$ cat src/rtl/core/assert_macros.svh
// Assertion helpers shared by the encoder RTL.
// ASSERT_PROP checks a property on every rising clock edge outside reset.
// ASSERT_NEVER checks that an expression is never true outside reset.
`ifndef ASSERT_MACROS_SVH
`define ASSERT_MACROS_SVH

`ifndef SYNTHESIS
`define ASSERT_PROP(label, clk_sig, rst_sig, prop, msg) \
  label: assert property (@(posedge clk_sig) disable iff (rst_sig) prop) else $error(msg);
`define ASSERT_NEVER(label, clk_sig, rst_sig, expr, msg) \
  label: assert property (@(posedge clk_sig) disable iff (rst_sig) !(expr)) else $error(msg);
`else
`define ASSERT_PROP(label, clk_sig, rst_sig, prop, msg)
`define ASSERT_NEVER(label, clk_sig, rst_sig, expr, msg)
`endif

`endif

$ cat src/rtl/core/rle_pkg.sv
package rle_pkg;

  // Item kinds on the input channel.
  localparam logic KIND_DATA  = 1'b0;
  localparam logic KIND_FLUSH = 1'b1;

  // Encoded symbols.
  localparam logic [7:0] RLE_MARK   = 8'h21;  // '!'
  localparam logic [7:0] RLE_DIGIT0 = 8'h30;  // '0'

  // A run closes by itself when its count (length minus one) reaches this.
  localparam logic [3:0] CLOSE_COUNT = 4'd9;

  // Most bytes one item can cause.
  localparam int unsigned MAX_BURST = 3;

  // Default output queue address width (depth 8).
  localparam int unsigned QUEUE_AW_DEFAULT = 3;

  // Bytes produced by one item, in order; count says how many are real.
  typedef struct packed {
    logic [1:0] count;
    logic [7:0] b0;
    logic [7:0] b1;
    logic [7:0] b2;
  } burst_t;

endpackage

$ cat src/rtl/core/rle_in_if.sv
interface rle_in_if;
  logic       valid;
  logic       ready;
  logic       kind;
  logic [7:0] data;

  modport source (output valid, output kind, output data, input ready);
  modport sink   (input valid, input kind, input data, output ready);
endinterface

$ cat src/rtl/core/rle_out_if.sv
interface rle_out_if;
  logic       valid;
  logic       ready;
  logic [7:0] out_byte;
  logic       last;

  modport source (output valid, output out_byte, output last, input ready);
  modport sink   (input valid, input out_byte, input last, output ready);
endinterface

$ cat src/rtl/core/rle_queue.sv
`include "assert_macros.svh"

// Output queue: takes up to three bytes per cycle, hands out one while the reader is ready.
module rle_queue
  import rle_pkg::*;
#(
  parameter int unsigned Aw = QUEUE_AW_DEFAULT
) (
  input  logic clk,
  input  logic rst,
  input  burst_t push,
  output logic room,
  rle_out_if.source coded
);

  localparam int unsigned Depth = 1 << Aw;
  localparam int unsigned Fw    = Aw + 1;

  typedef struct packed {
    logic [7:0] b;
    logic       last;
  } entry_t;

  entry_t        mem [Depth];
  logic [Aw-1:0] head;
  logic [Aw-1:0] tail;
  logic [Fw-1:0] fill;
  logic [Fw-1:0] fill_next;
  logic          pop;

  logic [Aw-1:0] w_idx   [MAX_BURST];
  entry_t        w_entry [MAX_BURST];

  assign pop = coded.valid && coded.ready;

  always_comb begin
    for (int i = 0; i < MAX_BURST; i++) begin
      w_idx[i] = tail + Aw'(i);
    end
    w_entry[0] = '{b: push.b0, last: (push.count == 2'd1)};
    w_entry[1] = '{b: push.b1, last: (push.count == 2'd2)};
    w_entry[2] = '{b: push.b2, last: (push.count == 2'd3)};
    fill_next  = fill + Fw'(push.count) - Fw'(pop);
  end

  // Room for a full burst; a pop in the same cycle is not counted.
  assign room = (Fw'(Depth) - fill) >= Fw'(MAX_BURST);

  always_ff @(posedge clk) begin
    if (rst) begin
      head <= '0;
      tail <= '0;
      fill <= '0;
    end else begin
      if (pop) begin
        head <= head + Aw'(1);
      end
      tail <= tail + Aw'(push.count);
      fill <= fill_next;
    end
  end

  always_ff @(posedge clk) begin
    for (int i = 0; i < MAX_BURST; i++) begin
      if (2'(i) < push.count) begin
        mem[w_idx[i]] <= w_entry[i];
      end
    end
  end

  assign coded.valid    = (fill != '0);
  assign coded.out_byte = mem[head].b;
  assign coded.last     = mem[head].last;

  `ASSERT_NEVER(a_fill_bound, clk, rst, fill > Fw'(Depth), "queue fill exceeds depth")
  `ASSERT_PROP(a_push_has_room, clk, rst, push.count != 2'd0 |-> room, "push without room")
  `ASSERT_NEVER(a_ptr_gap, clk, rst, (tail - head) != fill[Aw-1:0], "pointers disagree with fill")

endmodule

$ cat src/rtl/core/run_length_encoder_core.sv
// Run-length encoder for a byte stream. Each input item is a data byte or an
// end-of-stream marker. A run of one byte comes out as the byte, a run of two
// as the byte twice, and a run of three to ten as the byte, '!' and the ASCII
// digit of the run length minus one; a run that reaches ten bytes closes on
// its own. End of stream flushes any pending run (a lone byte included) and
// clears the state. The last byte caused by an item carries last = 1; an item
// that only extends a run causes no bytes. Throughput: one item per cycle
// while the queue has room, from the combinational encode step. Result
// bytes leave at one per cycle while the consumer is ready, from a 2**QueueAw
// entry queue; the input is ready whenever that queue has room for three
// bytes, so a run of items that each emit more than one byte back-pressures
// once it fills. An item's bytes are queued on accept, behind earlier bytes.
`include "assert_macros.svh"

module run_length_encoder_core
  import rle_pkg::*;
#(
  parameter int unsigned QueueAw = QUEUE_AW_DEFAULT  // queue depth 2**QueueAw, at least 2
) (
  input  logic clk,
  input  logic rst,
  rle_in_if.sink    raw,
  rle_out_if.source coded
);

  // Pending run.
  logic [7:0] held_byte;
  logic [7:0] held_byte_next;
  logic       held_valid;
  logic       held_valid_next;
  logic [3:0] repeat_count;       // run length minus one
  logic [3:0] repeat_count_next;

  logic       accept;
  logic       room;
  logic [3:0] count_inc;
  burst_t     burst;

  // Bytes that close a run of length c + 1.
  function automatic burst_t run_burst(input logic [7:0] b, input logic [3:0] c);
    burst_t r;
    r    = '0;
    r.b0 = b;
    if (c >= 4'd2) begin
      r.count = 2'd3;
      r.b1    = RLE_MARK;
      r.b2    = RLE_DIGIT0 + {4'b0000, c};
    end else if (c == 4'd1) begin
      r.count = 2'd2;
      r.b1    = b;
    end else begin
      r.count = 2'd1;
    end
    return r;
  endfunction

  assign raw.ready = room;
  assign accept    = raw.valid && raw.ready;
  assign count_inc = repeat_count + 4'd1;

  always_comb begin
    held_byte_next    = held_byte;
    held_valid_next   = held_valid;
    repeat_count_next = repeat_count;
    burst             = '0;
    if (accept) begin
      if (raw.kind == KIND_FLUSH) begin
        // End of stream: drain whatever is held, then start clean.
        if (held_valid) begin
          burst = run_burst(held_byte, repeat_count);
        end
        held_byte_next    = '0;
        held_valid_next   = 1'b0;
        repeat_count_next = '0;
      end else if (held_valid && (raw.data == held_byte)) begin
        if (count_inc >= CLOSE_COUNT) begin
          // Tenth byte of a run: emit it now, hold nothing.
          burst             = run_burst(held_byte, count_inc);
          held_byte_next    = '0;
          held_valid_next   = 1'b0;
          repeat_count_next = '0;
        end else begin
          repeat_count_next = count_inc;
        end
      end else begin
        // New byte value: close the old run and start a new one.
        if (held_valid) begin
          burst = run_burst(held_byte, repeat_count);
        end
        held_byte_next    = raw.data;
        held_valid_next   = 1'b1;
        repeat_count_next = '0;
      end
    end
  end

  always_ff @(posedge clk) begin
    if (rst) begin
      held_byte    <= '0;
      held_valid   <= 1'b0;
      repeat_count <= '0;
    end else begin
      held_byte    <= held_byte_next;
      held_valid   <= held_valid_next;
      repeat_count <= repeat_count_next;
    end
  end

  rle_queue #(
    .Aw (QueueAw)
  ) u_queue (
    .clk   (clk),
    .rst   (rst),
    .push  (burst),
    .room  (room),
    .coded (coded)
  );

  `ASSERT_NEVER(a_count_below_close, clk, rst, repeat_count >= CLOSE_COUNT, "run count reached close")
  `ASSERT_NEVER(a_idle_count_zero, clk, rst, !held_valid && repeat_count != 4'd0, "count without run")
  `ASSERT_PROP(a_flush_clears, clk, rst, accept && raw.kind == KIND_FLUSH |=> !held_valid, "flush left a run")

endmodule
$ cat src/flat_wrapper.sv
// flat-port wrapper written by rule: the top's interface ports become plain ports
module run_length_encoder_core_flat import rle_pkg::*;
#(
  parameter int unsigned QueueAw = QUEUE_AW_DEFAULT                                       
)
  (clk, rst, raw_valid, raw_kind, raw_data, raw_ready, coded_valid, coded_out_byte, coded_last, coded_ready);
  rle_in_if raw_i ();
  rle_out_if coded_i ();
  input  logic clk;
  input  logic rst;
  input wire logic [$bits(raw_i.valid)-1:0] raw_valid;
  input wire logic [$bits(raw_i.kind)-1:0] raw_kind;
  input wire logic [$bits(raw_i.data)-1:0] raw_data;
  output wire logic [$bits(raw_i.ready)-1:0] raw_ready;
  output wire logic [$bits(coded_i.valid)-1:0] coded_valid;
  output wire logic [$bits(coded_i.out_byte)-1:0] coded_out_byte;
  output wire logic [$bits(coded_i.last)-1:0] coded_last;
  input wire logic [$bits(coded_i.ready)-1:0] coded_ready;
  assign raw_i.valid = raw_valid;
  assign raw_i.kind = raw_kind;
  assign raw_i.data = raw_data;
  assign raw_ready = raw_i.ready;
  assign coded_valid = coded_i.valid;
  assign coded_out_byte = coded_i.out_byte;
  assign coded_last = coded_i.last;
  assign coded_i.ready = coded_ready;
  run_length_encoder_core #(.QueueAw(QueueAw)) u_core (.clk(clk), .rst(rst), .raw(raw_i), .coded(coded_i));
endmodule
$ cat config.mk
export PLATFORM = sky130hd
export DESIGN_NAME = run_length_encoder_core_flat
export DESIGN_NICKNAME = d
export VERILOG_FILES = /design/src/rtl/core/rle_pkg.sv /design/src/rtl/core/rle_in_if.sv /design/src/rtl/core/rle_out_if.sv /design/src/rtl/core/rle_queue.sv /design/src/rtl/core/run_length_encoder_core.sv /design/src/flat_wrapper.sv
export VERILOG_INCLUDE_DIRS = /design/src /design/src/rtl/core
export SDC_FILE = /design/constraint.sdc
export NUM_CORES = 1
export LEC_CHECK = 0
export BUFFER_PORTS_ARGS = -buffer_cell sky130_fd_sc_hd__buf_2
export CAP_MARGIN = 20
export CORE_UTILIZATION = 29
export DETAILED_ROUTE_END_ITERATION = 12
export GPL_ROUTABILITY_DRIVEN = 0
export HOLD_SLACK_MARGIN = 0.15
export PLACE_DENSITY_LB_ADDON = 0.15
export SYNTH_ARGS = -nofsm -noshare
export SYNTH_HDL_FRONTEND = slang
export SYNTH_SLANG_ARGS = --single-unit
$ cat constraint.sdc
create_clock -name clk -period 3.5 [get_ports clk]
set_clock_uncertainty 0.2 [all_clocks]
set_input_delay 0.7 -clock clk [delete_from_list [all_inputs] [get_ports clk]]
set_output_delay 0.7 -clock clk [all_outputs]
set_load 0.005 [all_outputs]
**Word-level counts from Yosys, hierarchy flattened**

Memories as Yosys holds them, arrays and structs flattened. A register that Yosys moved wholly into a read port is not among the register bits.
Index checks and enable logic that the tools add are counted.

- Add/sub/neg operators: 10
- $lt $le $gt $ge: 7
- Equality and inequality tests: 7
- Mux-type cells: 32
- Reductions and logical operators: 5

Operators by type and width:

| cell | number |
|---|---|
| 26-bit two-way mux | 5 |
| 8-bit two-way mux | 9 |
| 6-bit by 4-bit adder with 7-bit output (first input constant) | 2 |
| 4-bit by 2-bit greater-or-equal comparator with 1-bit output (second input constant) | 3 |
| 4-bit two-way mux | 3 |
| 1-bit two-way mux | 9 |
| 4-bit by 1-bit equality test with 1-bit output (second input constant) | 2 |
| 8-bit equality test | 1 |
| 2-bit two-way mux | 4 |
| 3-bit by 1-bit adder with 3-bit output (second input constant) | 2 |
| 3-bit two-way mux | 2 |
| 4-bit by 1-bit adder with 4-bit output (second input constant) | 1 |
| 4-bit by 2-bit adder with 4-bit output | 1 |
| 2-bit equality test (second input constant) | 2 |
| 4-bit greater-or-equal comparator (second input constant) | 1 |
| 1-bit by 2-bit less-than comparator with 1-bit output (first input constant) | 2 |
| 4-bit nonzero test | 1 |
| 4-bit by 1-bit subtractor with 4-bit output | 1 |
| 4-bit subtractor (first input constant) | 1 |
| 3-bit by 2-bit adder with 3-bit output | 1 |
| 3-bit by 2-bit adder with 3-bit output (second input constant) | 1 |
| 1-bit logical AND | 3 |
| 3-bit != test (second input constant) | 1 |
| 2-bit by 1-bit equality test with 1-bit output (second input constant) | 1 |
| other kinds (2) | 2 |

- Register bits: 23
- RAM bits: 72
- Input bits: 13
- Output and inout bits: 11
- Word-level logic and storage cells: 68
- Memories kept: 1

Memory list:

| name | depth | bits a word | read ports | clocked after memory_dff | write ports | line | RTL |
|---|---|---|---|---|---|---|---|
| u_core.u_queue.mem | 8 | 9 | 1 | 1 | 3 | rle_queue.sv:24 | `entry_t mem [Depth];` |

**Longest topological paths before layout**

Gate-level depths: netlist (run 1).

- Depth after elaboration: 11
- Depth in mapped cells: 16
- Depth with buffers taken out: 15

**By module**

Synthesis (run 1) repeated with hierarchy kept, for this count alone.

- Cells, all modules: 718
- Area total of the unflattened synthesis: 6665.1 um^2

Modules (own cells, without submodules):

| module | times used | cells each | area an instance (um^2) | sequential area each (um^2) |
|---|---|---|---|---|
| rle_queue | 1 | 593 | 5630.4 | 2422.3 |
| run_length_encoder_core | 1 | 125 | 1034.7 | 260.2 |

**Least setup slack after synthesis (run 1)**

OpenSTA, ideal clock, no wires.

- Kind: input -> register
- Start: in raw_data[3]
- End: reg u_core.u_queue.fill[3]
- Library setup time: 128 ps
- Arrival time: 3082 ps
- Required time: 3172 ps
- Path slack: 90 ps
- Cell stages on the path: 13
- Buffers on the path: 1
- Cells stage by stage: xor2_1 -> nor4_4 -> and3_2 -> buf_6 -> nor2_1 -> a21o_1 -> ha_1 -> inv_1 -> ha_1 -> a21o_1 -> a21oi_1 -> xnor2_1 -> nor2_1

- Cells in the longest elaborated chain, start to end: 7

RTL lines:

| item | line | RTL |
|---|---|---|
| from (decl) | flat_wrapper.sv:13 | `input wire logic [$bits(raw_i.data)-1:0] raw_data;` |
| 8-bit equality test | run_length_encoder_core.sv:75 | `end else if (held_valid && (raw.data == held_byte)) begin` |
| 1-bit logical AND | run_length_encoder_core.sv:75 |  |
| 26-bit two-way mux | run_length_encoder_core.sv:75 |  |
| 26-bit two-way mux | run_length_encoder_core.sv:67 | `if (raw.kind == KIND_FLUSH) begin` |
| 26-bit two-way mux | run_length_encoder_core.sv:66 | `if (accept) begin` |
| 4-bit by 2-bit adder with 4-bit output | rle_queue.sv:43 | `fill_next = fill + Fw'(push.count) - Fw'(pop);` |
| 4-bit by 1-bit subtractor with 4-bit output | rle_queue.sv:43 |  |
| to (signal assigned) | rle_queue.sv:59 | `fill <= fill_next;` |
| to (decl) | rle_queue.sv:27 | `logic [Fw-1:0] fill;` |

No other way between the ends.
A chain may end at the register's enable or synchronous reset.

**Worst setup path in the final report (run 1)**

- Start: reg u_core.held_byte[3]
- End: reg u_core.u_queue.fill[3]

- Cells in the longest elaborated chain, start to end: 7

RTL lines:

| item | line | RTL |
|---|---|---|
| from (decl) | run_length_encoder_core.sv:27 | `logic [7:0] held_byte;` |
| from (signal assigned) | run_length_encoder_core.sv:103 | `held_byte <= held_byte_next;` |
| 8-bit equality test | run_length_encoder_core.sv:75 |  |
| 1-bit logical AND | run_length_encoder_core.sv:75 |  |
| 26-bit two-way mux | run_length_encoder_core.sv:75 |  |
| 26-bit two-way mux | run_length_encoder_core.sv:67 |  |
| 26-bit two-way mux | run_length_encoder_core.sv:66 |  |
| 4-bit by 2-bit adder with 4-bit output | rle_queue.sv:43 |  |
| 4-bit by 1-bit subtractor with 4-bit output | rle_queue.sv:43 |  |

No other way between the ends.

==> run summary, run 1 <==
row cnt = 51
remaining antenna violation count after routing = 0
full die area = 20400 um^2
Via Count = 4458
minimum clock period = 3.20 ns
CTS root buf = clkbuf_16
DP HPWL = 12600 um
GRT Residual Overflow = 0
DRC Markers = 0
total iterations of the first detailed-routing run = 7
max cap viols = 0
Setup Buffers After CTS = 0
r2r setup slk = 0.30 ns
Synth Flop Type = edfxtp_1
Clock Path Buffers = 2
first-pass GRT wire length = 26100 um
adder-cell share of the synthesized area = 0.0353
Sum Neg Setup Slack = 0 ns
worst hold path class = reg2reg
Max Clk Rate = 313 MHz
mux share of post-synthesis cell area = 0.113
crit path capture type = flop
Clock Latency Late Sink = 0.36 ns
WS Path Type = reg2reg
sequential area share after synthesis = 0.439
Slew HR = 0.322
WL/cell = 19.5 um
Top delay family on crit path = simple AND/OR/NAND/NOR gates
worst setup margin = 0.303 ns
Setup WS pre-CTS = 0.0613 ns
# IOs = 24
Max Slew Vio Count = 0
routed wire length = 16400 um
Max FO, Critical Path = 10
area of the multi-input gates = 2910 um^2
synth unique cells = 66
actual slew at the worst max-slew pin = 1.01 ns
Peak VDD IR = 0.000234 V
Tcrit/Tclk final = 0.913
Buf+Inv Stages, Crit Path = 1
Post-Syn Instances = 545
post-synthesis net count = 573
Post-synth EDFFs = 56
Die Wd = 143 um
Worst Path Required = 3.53 ns
area delta synth->final = 13.8%
final setup vio count = 0
combinational family with the most area after synthesis = compound AO/OA/AOI/OAI gates
status = completed
clock-pin slew on the worst setup and hold paths = 0.07 ns
Starting Density = 0.295
Iteration-0 DRC Markers = 270
Simple-Gate Fraction of Synth Area = 0.151
CP max stage cell = dfxtp_1
Ys Warns = 0
Compound-Gate Fraction of Synth Area = 0.184
Vias/cell = 5.29
slowest cell delay on critical path = 0.61 ns
fin nets = 601
initial antenna violation count = 0
core area = 19500 um^2
die height = 143 um
register area = 2520 um^2
CTS tree = done
vias in the first global route = 4502
antenna cell count = 0
gr usage total = 0.172
clock tree sinks = 98
Hold Buf Count CTS = 0
number of port buffers = 23
ordered list of cells on the worst path = xor2_1 > nor4_4 > and3_2 > nor2_1 > a21o_1 > ha_1 > inv_1 > ha_1 > a21o_1 > a21oi_1 > xnor2_1 > nor2_1
Max H-tree Level = 3
RSZ-0062 raised after global routing = false
Post-Synth XOR/XNOR Area = 0.0229
filler instances = 2012
Leak = 2.23 nW
Power Density = 487 nW/um^2
post-CTS sizing = 0
largest net degree at the start of global routing = 25
FFs w/ async S/R, synth = 0
Setup crit start kind = flop
Synth Register Bits = 98
layout cell share with drive strength beyond 1 = 0.202
Avg Inst Size Synth = 10.5 um^2
Num CTS Buffers = 9
Fin. Hold Viols = 0
arrival time at the worst endpoint = 3.23 ns
Netlist Area Pre-Place = 5750 um^2
flip-flops by register name, summed over array words and instances (netlist names), named ones only:
signal	flops
u_core.u_queue.mem	72
u_core.held_byte	8
u_core.u_queue.head	3
u_core.u_queue.tail	3
u_core.repeat_count	4
u_core.held_valid	1
u_core.u_queue.fill	4
final cells by class:
type	count	area share
timing repair buffer	55	0.0563
inverter	24	0.0138
tap	265	0.0507
multi-input combinational	385	0.445
clock buffer	10	0.0350
clock inverter	6	0.0136
sequential	98	0.386
layer usage:
metal / wire length, um / up-vias / global-route usage
li1: - / 2142 / -
met5: 0 / - / 0
met3: 828 / 21 / 0.0285
met4: 289 / 0 / 0.0617
met1: 7590 / 2163 / 0.229
met2: 7730 / 132 / 0.279
through the flow:
step	hold slack [ns]	utilization	std cells	power [W]	cell area, um^2
4_1_cts	0.267	0.336	843	0.00323	6540
3_3_place_gp	0.246	0.320	827	0.00213	6220
5_1_grt	0.297	0.336	843	0.00336	6540
3_5_place_dp	0.248	0.320	827	0.00214	6220
6_report	0.265	0.336	843	0.00319	6540
2_1_floorplan	0.227	-	545	0.00189	5750
where the power goes:
| group | internal, W | total [W] | switching [W] |
|---|---|---|---|
| clock network | 0.000629 | 0.00108 | 0.000455 |
| registers | 0.00127 | 0.00134 | 0.0000666 |
| logic | 0.000367 | 0.000762 | 0.000395 |
final timing paths:
check	startpoint	endpoint	cells after the start
worst max-delay path	u_core.held_byte[3]$_SDFFE_PP0P_	u_core.u_queue.fill[3]$_SDFF_PP0_	12
worst min-delay path	u_core.u_queue.mem[4][8]$_SDFFE_PP0P_	u_core.u_queue.mem[4][8]$_SDFFE_PP0P_	1
worst max register to register	u_core.held_byte[3]$_SDFFE_PP0P_	u_core.u_queue.fill[3]$_SDFF_PP0_	12
worst min register to register	u_core.u_queue.mem[4][8]$_SDFFE_PP0P_	u_core.u_queue.mem[4][8]$_SDFFE_PP0P_	1
cells by family (layout without fill, tap and decap cells):
group	after synthesis	after routing
AND/OR/NAND/NOR	164	164
AO/OA/AOI/OAI	150	150
flip-flops	98	98
buffers and inverters	62	95
multiplexers	41	41
adder cells (fa/ha/maj)	15	15
XOR/XNOR	15	15
synth_stat cells (all sizes together), types with 13 or more instances:
cell type   n  area, um^2
dfxtp      42         841
ha         13         163
o22ai      27         169
xor2       13         114
nand3      51         260
inv        24        90.1
a21oi      17        85.1
buf        26         181
o21ai      29         153
mux4       18         405
mux2i      13         130
nor2       35         144
nand2      32         120
o2bb2ai    16         140
edfxtp     56        1680
placed cells by master, fill, tap and decap left out, types with 3 or more instances in the layout:
| master | instances |
|---|---|
| a21boi_0 | 4 |
| a21o_1 | 5 |
| a21oi_1 | 17 |
| a22o_1 | 8 |
| a31oi_1 | 11 |
| and2_1 | 6 |
| and3_1 | 4 |
| buf_2 | 23 |
| buf_4 | 31 |
| clkbuf_16 | 9 |
| dfxtp_1 | 42 |
| edfxtp_1 | 56 |
| ha_1 | 13 |
| inv_1 | 24 |
| mux2_2 | 10 |
| mux2i_1 | 13 |
| mux4_2 | 18 |
| nand2_1 | 32 |
| nand3_1 | 50 |
| nor2_1 | 32 |
| nor2b_1 | 9 |
| nor3_1 | 6 |
| o2111ai_1 | 5 |
| o211ai_1 | 9 |
| o21a_1 | 3 |
| o21ai_0 | 25 |
| o22ai_1 | 27 |
| o2bb2ai_1 | 16 |
| o31ai_1 | 5 |
| or4_1 | 3 |
| xor2_1 | 13 |
Power figures use the tool's default switching activity.
==> run 2, diff against run 1 <==
--- a/config.mk
+++ b/config.mk
@@ -6,6 +6,7 @@
 export SDC_FILE = /design/constraint.sdc
 export NUM_CORES = 1
 export LEC_CHECK = 0
+export ABC_AREA = 1
 export BUFFER_PORTS_ARGS = -buffer_cell sky130_fd_sc_hd__buf_2
 export CAP_MARGIN = 20
 export CORE_UTILIZATION = 29
==> run summary, run 2 <==
Starting Density = 0.296
sequential area share after synthesis = 0.404
Hold Buf Count CTS = 0
# IOs = 24
Clock Path Buffers = 2
Fin. Hold Viols = 0
Post-synth top cells = nand2_1 (292), nor2_1 (104), inv_1 (78)
initial antenna violation count = 0
most numerous cell in the Yosys netlist = nand2_1
gr usage total = 0.197
Post-Syn Instances = 881
actual slew at the worst max-slew pin = 1.12 ns
most frequent cells in the layout = nand2_1 (292), nor2_1 (104), inv_1 (78)
routed wire length = 20700 um
Setup Buffers After CTS = 0
clock tree sinks = 98
full die area = 22100 um^2
Die Wd = 149 um
row cnt = 53
clock-pin slew on the worst setup and hold paths = 0.07 ns
placed cell area = 6800 um^2
fin nets = 944
CTS root buf = clkbuf_16
Synth Flop Type = edfxtp_1
Hold Slack = 0.267 ns
Clock Latency Late Sink = 0.36 ns
commonest non-fill, non-tap cell in the layout = nand2_1
CTS tree = done
Slew HR = 0.246
top post-synthesis cells by area = edfxtp_1 (27%), nand2_1 (18%), dfxtp_1 (13%)
filler instances = 2324
Synth Register Bits = 98
Max Clk Rate = 336 MHz
FFs w/ async S/R, synth = 0
area delta synth->final = 13.3%
die height = 149 um
remaining antenna violation count after routing = 0
GRT Residual Overflow = 0
Power Density = 468 nW/um^2
max cap viols = 0
DP HPWL = 15400 um
vias in the first global route = 5603
post-synthesis net count = 909
Setup crit start kind = flop
RSZ-0062 raised after global routing = false
Sum Neg Setup Slack = 0 ns
Tcrit/Tclk final = 0.849
antenna cell count = 0
Leak = 3.28 nW
Post-synth EDFFs = 56
WL/cell = 17.3 um
worst hold path class = reg2reg
crit path capture type = output pin
Ys Warns = 0
WS Path Type = reg2out
register area = 2520 um^2
status = completed
post-CTS sizing = 0
minimum clock period = 2.97 ns
final setup vio count = 0
Max H-tree Level = 3
Via Count = 5899
arrival time at the worst endpoint = 2.07 ns
core area = 21100 um^2
final non-filler cell area = 7080 um^2
Avg Inst Size Synth = 7.09 um^2
area of the multi-input gates = 3210 um^2
total iterations of the first detailed-routing run = 5
number of port buffers = 23
Yosys top cell by area = edfxtp_1
Netlist Area Pre-Place = 6240 um^2
first-pass GRT wire length = 32400 um
max reg flops = 72
Iteration-0 DRC Markers = 424
Num CTS Buffers = 9
synth unique cells = 38
largest net degree at the start of global routing = 27
Worst Path Required = 2.60 ns
layout cell share with drive strength beyond 1 = 0.117
DRC Markers = 0
Peak VDD IR = 0.000241 V
Max Slew Vio Count = 0
post-synth top area share = 0.269
Vias/cell = 4.93
total power = 0.00331 W
Max FO, Critical Path = 26
## run 2: cell types whose count changed after synthesis, moves of 15 or more
cell       previous run  this run
o2bb2ai_1            16         0
mux4_2               18         0
o211ai_1              9        24
nand2_1              32       292
nand3_1              50        76
nor2_1               32       104
inv_1                24        78
o21ai_0              25        42
o22ai_1              27        10
## run 2: stage by stage
step / cells / util / setup WS [ns]
global route: 1196 / 0.336 / 0.262
finish: 1196 / 0.336 / 0.528
global placement: 1180 / 0.322 / 0.340
floorplan: 881 / - / 0.463
detailed placement: 1180 / 0.322 / 0.322
CTS: 1196 / 0.336 / 0.507
## run 2: layout make-up
class                   count  area share
clock buffers               9      0.0318
clock inverters             7     0.00707
inverters                  85      0.0451
multi-input cells         660       0.453
flip-flops and latches     98       0.356
well taps                 275      0.0486
repair buffers             62      0.0576
## run 2: cell families (layout without fill, tap and decap cells)
kind of cell    Yosys count  after routing  share of synthesized area
simple gates            528            528                      0.366
compound gates          112            112                      0.108
buf+inv                 123            163                     0.0824
flops                    98             98                      0.404
fa+ha+maj                15             15                     0.0325
xor+xnor                  5              5                    0.00702
## run 2: power breakdown
group          internal (W)  switching [W]  leakage, nW
Clock              0.000486       0.000475        0.126
Combinational      0.000345       0.000672         2.26
Sequential          0.00129      0.0000460        0.886
Total               0.00212        0.00119         3.28
## run 2: metal layers
layer,global-route usage,wire length (um),vias up,share of wire
met3,0.0232,774,36,0.037
met2,0.330,9920,137,0.48
met1,0.260,9450,2736,0.46
met4,0.0730,566,0,0.027
li1,-,-,2990,-
met5,0,0,-,0
## run 2: worst max-delay path, stage by stage, from the launching register on
cell     delay [ns]
dfxtp_1        0.30
buf_4          0.19
inv_1          0.08
buf_4          0.30
o21ai_0        0.17
o22ai_1        0.24
nor2_1         0.06
a31oi_1        0.20
buf_2          0.15
## run 2: worst paths after layout
kind	start	end	slack (ns)	depth (start not counted)
min reg2reg	u_core.u_queue.mem[6][7]$_SDFFE_PP0P_	u_core.u_queue.mem[6][7]$_SDFFE_PP0P_	0.27	2
max	flop	coded_out_byte[2]	0.53	8
min	u_core.u_queue.mem[6][7]$_SDFFE_PP0P_	u_core.u_queue.mem[6][7]$_SDFFE_PP0P_	0.27	2
max reg2reg	u_core.repeat_count[0]$_SDFFE_PP0P_	u_core.u_queue.fill[3]$_SDFF_PP0_	0.60	17
==> run 3, diff against run 2 <==
==> constraint.sdc (replaced) <==
create_clock -name clk -period 2.8 [get_ports clk]
set_clock_uncertainty 0.2 [all_clocks]
set_input_delay 0.56 -clock clk [delete_from_list [all_inputs] [get_ports clk]]
set_output_delay 0.56 -clock clk [all_outputs]
set_load 0.005 [all_outputs]
==> run summary, run 3 (synthesized netlist as in run 2, its figures left out) <==
status = completed
Max Slew Vio Count = 0
Peak VDD IR = 0.000293 V
placed cell area = 7700 um^2
r2r setup slk = 0.15 ns
total iterations of the first detailed-routing run = 5
# IOs = 24
WL/cell = 16.7 um
dpl cells = 1267
Tcrit/Tclk final = 0.948
largest net degree at the start of global routing = 40
minimum clock period = 2.65 ns
arrival time at the worst endpoint = 2.69 ns
row cnt = 53
Max H-tree Level = 3
Leak = 3.79 nW
Iteration-0 DRC Markers = 471
remaining antenna violation count after routing = 0
Num CTS Buffers = 9
actual slew at the worst max-slew pin = 0.637 ns
area delta synth->final = 29.1%
Vias/cell = 4.82
Cell Count, Final, Fillers Out = 1285
CTS root buf = clkbuf_16
vias in the first global route = 5695
antenna cell count = 0
reg2reg end = u_core.u_queue.fill[1]$_SDFF_PP0_
final core utilization = 0.382
number of port buffers = 23
Slew HR = 0.572
Worst Path Required = 2.84 ns
final non-filler cell area = 8060 um^2
RSZ-0062 raised after global routing = true
Critical Path Start = u_core.repeat_count[0]$_SDFFE_PP0P_
commonest non-fill, non-tap cell in the layout = nand2_1
die height = 149 um
full die area = 22100 um^2
max cap viols = 0
crit path capture type = flop
Hold Slack = 0.267 ns
most frequent cells in the layout = nand2_1 (286), buf_4 (115), nor2_1 (99)
worst hold path class = reg2reg
DP HPWL = 16100 um
first-pass GRT wire length = 32600 um
fin nets = 1034
Clock Path Buffers = 2
Sum Neg Setup Slack = 0 ns
clock tree sinks = 98
Clock Latency Late Sink = 0.35 ns
max reg flops = 72
routed wire length = 21400 um
Starting Density = 0.296
clock-pin slew on the worst setup and hold paths = 0.07 ns
Power Density = 543 nW/um^2
final setup vio count = 0
initial antenna violation count = 0
Setup crit start kind = flop
WS Path Type = reg2reg
worst setup path endpoint = u_core.u_queue.fill[1]$_SDFF_PP0_
Fin. Hold Viols = 0
Max FO, Critical Path = 6
CTS tree = done
DRC Markers = 0
gr usage total = 0.200
layout cell share with drive strength beyond 1 = 0.230
Worst Reg-to-Reg Cells = 15
core area = 21100 um^2
Crit Reg-Reg Startpoint = u_core.repeat_count[0]$_SDFFE_PP0P_
Via Count = 6194
GRT Residual Overflow = 0
Max Clk Rate = 377 MHz
Die Wd = 149 um
-- run 3: report_power, final --
part           switching, W  leakage, nW  total, W  internal (W)
clock              0.000579        0.140   0.00127      0.000691
sequential        0.0000627        0.890   0.00167       0.00161
combinational      0.000882         2.76   0.00144      0.000558
-- run 3: timing repair --
item,4_1_cts,5_1_grt
hold buffers,0,0
buffers inserted,0,3
resized for setup,0,17
setup endpoints to repair,0,56
-- run 3: through the flow --
| stage | total power, W | setup slack, ns |
|---|---|---|
| 6_report | 0.00438 | 0.147 |
| 3_3_place_gp | 0.00313 | -0.221 |
| 5_1_grt | 0.00466 | -0.0382 |
| 3_5_place_dp | 0.00312 | -0.182 |
| 2_1_floorplan | 0.00255 | -0.00108 |
| 4_1_cts | 0.00440 | 0.00257 |
-- run 3: how the worst min path moves through the flow --
stage               cells past startpoint  slack (ns)                               endpoint                                  start
global route                            2        0.29  u_core.u_queue.mem[6][8]$_SDFFE_PP0P_  u_core.u_queue.mem[6][8]$_SDFFE_PP0P_
global placement                        2        0.26    u_core.u_queue.head[2]$_SDFFE_PP0P_    u_core.u_queue.head[2]$_SDFFE_PP0P_
floorplan                               2        0.23                                   flop    u_core.u_queue.head[2]$_SDFFE_PP0P_
detailed placement                      2        0.26  u_core.u_queue.mem[3][8]$_SDFFE_PP0P_  u_core.u_queue.mem[3][8]$_SDFFE_PP0P_
CTS                                     2        0.27  u_core.u_queue.mem[3][8]$_SDFFE_PP0P_  u_core.u_queue.mem[3][8]$_SDFFE_PP0P_
finish                                  2        0.27  u_core.u_queue.mem[3][8]$_SDFFE_PP0P_  u_core.u_queue.mem[3][8]$_SDFFE_PP0P_
-- run 3: final cells by class --
class / count / area [um^2]
Inverter: 85 / 355
Clock inverter: 6 / 63.8
Fill cell: 2234 / 13000
Sequential cell: 98 / 2530
Tap cell: 275 / 344
Clock buffer: 9 / 225
Timing Repair Buffer: 152 / 1260
Multi-Input combinational cell: 660 / 3280
-- run 3: worst max-delay path, cell delays in order, from the launching register on --
cell and delay [ns]:
dfxtp_2 0.37, inv_1 0.09, ha_1 0.21, nor3_2 0.24, nand2_1 0.12, nand2_2 0.10
nand2_4 0.05, inv_2 0.06, nor2_4 0.04, inv_1 0.05, ha_1 0.21, inv_1 0.06
ha_2 0.16, inv_2 0.04, fa_2 0.50, nor2_1 0.04
-- run 3: per-layer routing --
layer | routed length [um] | vias to the layer above | global-route usage
met5 | 0 | - | 0
met4 | 414 | 0 | 0.0551
met3 | 834 | 22 | 0.0242
met2 | 10100 | 152 | 0.335
met1 | 10000 | 2860 | 0.272
li1 | - | 3160 | -
